`src/rtl/swraddr_pkg.sv`:
```
// Shared types, constants and the CORDIC arctangent table for the
// sine-wave row warp address unit. No dependencies.
`default_nettype none

package swraddr_pkg;

	// Configuration register indexes
	localparam int CFG_INDEX_W = 2;
	localparam logic [CFG_INDEX_W-1:0] REG_PHASE_STEP     = 2'd0;
	localparam logic [CFG_INDEX_W-1:0] REG_FRAME_HEIGHT   = 2'd1;
	localparam logic [CFG_INDEX_W-1:0] REG_ROW_STRIDE     = 2'd2;
	localparam logic [CFG_INDEX_W-1:0] REG_BYTES_PER_PIXEL = 2'd3;

	localparam int CFG_DATA_W = 24;

	// Register reset values
	localparam logic [23:0] PHASE_STEP_RST      = 24'd129052;
	localparam logic [12:0] FRAME_HEIGHT_RST    = 13'd480;
	localparam logic [15:0] ROW_STRIDE_RST      = 16'd2560;
	localparam logic [2:0]  BYTES_PER_PIXEL_RST = 3'd4;

	localparam int PHASE_BITS_DEFAULT = 24;
	localparam int MAX_LINES          = 4096;

	// CORDIC: 16 rotations, angles in 2^32-per-turn units
	localparam int CORDIC_STAGES = 16;
	localparam int CORDIC_W      = 34;
	localparam logic signed [CORDIC_W-1:0] CORDIC_X0 = 34'sd652032874;

	localparam logic [29:0] ATAN_TURNS [CORDIC_STAGES] = '{
		30'd536870912, 30'd316933406, 30'd167458907, 30'd85004756,
		30'd42667331,  30'd21354465,  30'd10679838,  30'd5340245,
		30'd2670163,   30'd1335087,   30'd667544,    30'd333772,
		30'd166886,    30'd83443,     30'd41722,     30'd20861
	};

	// Per-pixel address fields that ride along the pipeline
	typedef struct packed {
		logic [11:0] row;
		logic [14:0] col_bytes;
		logic [27:0] dest;
	} item_t;

	// One CORDIC cell's worth of state plus the riding item
	typedef struct packed {
		logic signed [CORDIC_W-1:0] x;
		logic signed [CORDIC_W-1:0] y;
		logic signed [CORDIC_W-1:0] z;
		item_t                      item;
	} cordic_t;

endpackage

`default_nettype wire

```
`src/rtl/swraddr_cordic_cell.sv`:
```
// One CORDIC rotation cell with its own valid/ready pipeline register.
// Depends on swraddr_pkg.
`default_nettype none

module swraddr_cordic_cell #(
	parameter int STAGE = 0
) (
	input  wire                  clk,
	input  wire                  arst_n,
	input  swraddr_pkg::cordic_t d_in,
	input  wire                  valid_in,
	output logic                 ready_out,
	output swraddr_pkg::cordic_t d_out,
	output logic                 valid_out,
	input  wire                  ready_in
);

	localparam logic signed [swraddr_pkg::CORDIC_W-1:0] ATAN =
		$signed(swraddr_pkg::CORDIC_W'(swraddr_pkg::ATAN_TURNS[STAGE]));

	swraddr_pkg::cordic_t nxt;
	swraddr_pkg::cordic_t data_q;
	logic                 valid_q;
	logic signed [swraddr_pkg::CORDIC_W-1:0] dx;
	logic signed [swraddr_pkg::CORDIC_W-1:0] dy;

	assign ready_out = !valid_q || ready_in;

	// floor shifts
	assign dx = d_in.y >>> STAGE;
	assign dy = d_in.x >>> STAGE;

	always_comb begin
		nxt = d_in;
		if (!d_in.z[swraddr_pkg::CORDIC_W-1]) begin
			nxt.x = d_in.x - dx;
			nxt.y = d_in.y + dy;
			nxt.z = d_in.z - ATAN;
		end else begin
			nxt.x = d_in.x + dx;
			nxt.y = d_in.y - dy;
			nxt.z = d_in.z + ATAN;
		end
	end

	always_ff @(posedge clk or negedge arst_n) begin
		if (!arst_n) begin
			valid_q <= 1'b0;
		end else if (ready_out) begin
			valid_q <= valid_in;
		end
	end

	always_ff @(posedge clk) begin
		if (ready_out && valid_in) begin
			data_q <= nxt;
		end
	end

	assign d_out     = data_q;
	assign valid_out = valid_q;

endmodule

`default_nettype wire

```
`config.mk`:
```
export PLATFORM = sky130hd
export DESIGN_NAME = swraddr_cordic_cell
export DESIGN_NICKNAME = d
export VERILOG_FILES = /design/src/rtl/swraddr_pkg.sv /design/src/rtl/swraddr_cordic_cell.sv
export SDC_FILE = /design/constraint.sdc
export NUM_CORES = 1
export LEC_CHECK = 0
export ABC_AREA = 1
export BUFFER_PORTS_ARGS = -buffer_cell sky130_fd_sc_hd__buf_2
export CORE_UTILIZATION = 55
export CTS_CLUSTER_SIZE = 24
export DETAILED_ROUTE_END_ITERATION = 10
export PLACE_DENSITY_LB_ADDON = 0.15
export SYNTH_ARGS = -nofsm -noshare
export SYNTH_HDL_FRONTEND = slang
export SYNTH_SLANG_ARGS = --single-unit
```
`constraint.sdc`:
```
create_clock -name clk -period 21.1 [get_ports clk]
set_input_delay 4.22 -clock clk [delete_from_list [all_inputs] [get_ports clk]]
set_output_delay 4.22 -clock clk [all_outputs]
set_load 0.01 [all_outputs]
```
# [Yosys cells after proc, flatten, opt, wreduce, memory -nomap -nowiden]
# Cells that the tools add are included.
[classes] n_addsub=5 muxes=1 reduce_logical=3
[op_table] cell="102-bit two-way mux" count=1
[op_table] cell="34-bit subtractor" count=2
[op_table] cell="34-bit by 31-bit adder with 34-bit output (second input constant)" count=1
[op_table] cell="34-bit adder" count=1
[op_table] cell="34-bit by 31-bit subtractor with 34-bit output (second input constant)" count=1
[op_table] cell="1-bit logical AND" count=1
[op_table] cell="1-bit logical NOT" count=1
[op_table] cell="1-bit logical OR" count=1
[totals] regBits=158 inputBits=161 out_inout_bits=159 elab_cells=16

# [Depth between registers and ports, before layout]
[depth] depth_word=3 mapped_depth=18 mapped_depth_nobuf=17

# [Least setup slack after synthesis]
# No wires, ideal clock.
[synth_path] path_type="input port to flip-flop" startpoint="in valid_in" endpoint="reg data_q, in the netlist d_out[0] (enable)" setup_time_ns=0.723 t_arrival_ns=11.762 required_time_ns=20.377 path_slack_ns=8.615 cell_stages=2 path_buffers=0 path_cell_list="inv_1 -> a21oi_1"
[synth_via] elab_chain_len=1
[synth_rtl] element="from (decl)" line_no="swraddr_cordic_cell.sv:11" text="input wire valid_in,"
[synth_rtl] element="1-bit logical AND" line_no="swraddr_cordic_cell.sv:55" text="if (ready_out && valid_in) begin"
[synth_rtl] element="to (signal assigned)" line_no="swraddr_cordic_cell.sv:56" text="data_q <= nxt;"
[synth_rtl] element="to (decl)" line_no="swraddr_cordic_cell.sv:22" text="swraddr_pkg::cordic_t data_q;"
# Every way passes these cells.
# A chain may end at the register's enable or synchronous reset.

# [Worst setup path after layout]
[layout_path] startpoint="in ready_in" endpoint="out ready_out"
[layout_via] elab_chain_len=1
[layout_rtl] element="from (decl)" line_no="swraddr_cordic_cell.sv:15" text="input wire ready_in"
[layout_rtl] element="1-bit logical OR" line_no="swraddr_cordic_cell.sv:27" text="assign ready_out = !valid_q || ready_in;"
[layout_rtl] element="to (decl)" line_no="swraddr_cordic_cell.sv:12" text="output logic ready_out,"
# Every way passes these cells.

==> results by group <==
Setup path
  • Worst R2R End: d_out[39]
  • Startpoint class of the critical path: input port
  • Worst r2r src: valid_out
  • Crit. End Element: output pin
  • CP max-delay cell: buf_2
  • Critical setup path kind: in2out
  • Worst r2r path cells: 3
  • CP cell instances: buf_2, inv_1, nand2_1, buf_2
  • Worst EP arrival: ~4600 ps
  • Worst Path Max Fanout: 2
  • Worst reg2reg setup slack: between 15000 and 20000 ps
  • Worst setup path end: ready_out
  • Most frequent cell on the critical path: buf_2
  • CP peak stage delay: 140 ps
  • Worst setup path startpoint: ready_in
  • Critical Path RT: 16880 ps

STA
  • Fmax: 0.113 GHz
  • RSZ-0062 raised after global routing: false
  • Slew Viols, Final: 0
  • Final TNS setup: 0 ps
  • Final Critical Period: 8850 ps
  • Fin crit share: between 40% and 50%
  • Endpoints failing setup: 0
  • Endpoints failing hold: 0
  • Slew @ Worst Pin: 1050 ps
  • Relative slew slack: 29.7%
  • Setup Skew: 12.9 ps

Power and ir drop
  • Power per Cell Area: approximately 68 mW/mm2
  • Peak supply drop: 0.0498 mV
  • Pleak: 7.14 nW
  • Final Power: between 0.9 and 1 mW

Hold path
  • HP Start: valid_out
  • HP Class: reg2reg

Die
  • Die Width: 150 um
  • Core ar.: 0.0213 mm2
  • Die area: 0.0226 mm2
  • Placement Rows: 53
  • IO Count: 320
  • Die Y: approximately 150 um
  • Initial Util: 56.8%

Clock network
  • Setup bufs post-CTS: 0
  • H-tree levels: 4
  • CTS buffer count: 17
  • Worst-Skew Late Latency: 440 ps
  • CTS Sinks: 157
  • Root Driver: clkbuf_16
  • Clock Tree Buf Depth: 2
  • Post-cts resize count: 0
  • Hold_buf cts: 0
  • TritonCTS clock tree: built
  • Clock slew at reported path FFs: about 70 ps

Global route
  • Vias in the first global route: 11.3k
  • Largest net degree at the start of global routing: 85
  • First-pass GRT wire length: 61100 um
  • GRT overflow: 0
  • GR Util All Layers: 36.4%
  • Initial antenna violation count: 1

Drt
  • DR vias: approximately 12k
  • Wire length per cell: ~19 um
  • DR vias/cell: 5.60
  • DRT iter0 DRCs: approximately 1.2k
  • DRC viols: 0
  • Detailed Route WL: 41200 um
  • DR pass1 iterations: 8
  • ANT nets after route: 0

Final layout
  • Final net count: 2148
  • Finished Layout Cells: 2169
  • P&R area growth vs syn: 19.2%
  • Antenna Diode Count: 0
  • Share of cells above drive strength 1: 21.1%

Synth
  • Synth Cell Area: 0.0121 mm2
  • Leading post-synthesis cells by cell area: edfxtp_1 (39%), nand2_1 (13%), ha_1 (11%)
  • Synth warnings: 0
  • Seq/Total Area, Yosys: 39.0%
  • Top-count cell post-synth: nand2_1
  • Syn nets: 1847
  • Synth cell count leaders: nand2_1 (414), inv_1 (212), edfxtp_1 (156), nand3_1 (154), nor2_1 (132)
  • Avg Cell Area, Syn: roughly 7.6 um2
  • Area leader, netlist: edfxtp_1
  • Synth Register Bits: 157
  • EDFF count, synth: 156
  • Gate count of the mapped netlist: 1580
  • Post-synth top area share: 38.8%
  • Async SR Flop Fraction: 0.637%
  • Top_reg_cell synth: edfxtp_1
  • Synth cell types: 46

Placed design
  • Routability cong.: 0.966
  • PortBufs: 319
  • DP HPWL: 33000 um
  • Placed cell count: 2137

Status
  • Outcome: finished, final reports clean

Flow run
  • Max_cap viols: 0
power by group:
part	total (mW)	leakage, nW	switching (mW)	internal, mW
Clock	0.312	0.278	0.145	0.167
Combinational	0.289	5.36	0.197	0.0925
Sequential	0.382	1.50	0.00610	0.375
Total	0.983	7.14	0.348	0.635
per-stage QoR:
stage / utilization (%) / area (um2) / setup slack [ps] / hold slack, ps
after global placement: 64.9 / 13800 / 12250 / 593
after detailed placement: 64.9 / 13800 / 12250 / 578
after floorplan: - / 12100 / 8610 / 609
after global routing: 67.6 / 14400 / 12190 / 671
final: 67.6 / 14400 / 12250 / 597
after CTS: 67.6 / 14400 / 12250 / 597
worst max-delay path: cells and delay by family:
kind	cells	cell delay [ps]
buffers and inverters	3	330
and+or+nand+nor	1	80
flip-flops by register name (all words and copies together) (netlist names):
name,cells
d_out,156
valid_out,1
how the worst min path moves through the flow:
| stage | to | slack (ps) | depth (start not counted) |
|---|---|---|---|
| 5_1_grt | valid_out | 670 | 2 |
| 6_report | valid_out | 600 | 2 |
| 4_1_cts | valid_out | 600 | 2 |
| 3_3_place_gp | valid_out | 590 | 2 |
| 3_5_place_dp | valid_out | 580 | 2 |
| 2_1_floorplan | valid_out | 610 | 2 |
cell type report:
class / instances / area (um2)
Clock inverter: 14 / 145
Clock buffer: 18 / 429
Sequential cell: 157 / 4710
Tap cell: 275 / 344
Multi-Input combinational cell: 1160 / 6300
Fill cell: 1851 / 6890
Inverter: 221 / 830
Timing Repair Buffer: 324 / 1630
routing by layer:
| layer | GRT usage (%) | vias to the layer above | share of wire (%) |
|---|---|---|---|
| met5 | 0 | - | 0.019 |
| met4 | 12.6 | 2 | 2.8 |
| met1 | 47.9 | 5599 | 41 |
| met3 | 5.73 | 85 | 9.3 |
| li1 | - | 5819 | - |
| met2 | 60.6 | 632 | 47 |
cell usage in the layout (no fill, tap or decap), drive strengths merged, types with 2 or more instances in the layout:
master    instances
or2               7
nor4              4
nand4            11
clkbuf           18
o22ai             4
nor2            140
o31ai             4
xor2             27
nand3           155
a21oi           129
o21bai           12
buf             324
ha              102
fa                4
nand3b            2
o211ai            6
a21boi            2
inv             230
o21ai            96
a31oi             3
nand2           422
nor3             15
a21o             11
edfxtp          156
clkinv            2
clkinvlp          2
cells by family after synthesis:
family / count (synthesis) / share of synthesized area (%)
xor gates and xnor gates: 28 / 2.03
DFF: 157 / 39.0
muxes: 1 / 0.0829
buffers and inverters: 263 / 8.93
AOI/OAI and AO/OA: 268 / 12.2
and+or+nand+nor: 757 / 26.6
adders and majority gates: 106 / 11.2
(Power assumes the default switching activity.)
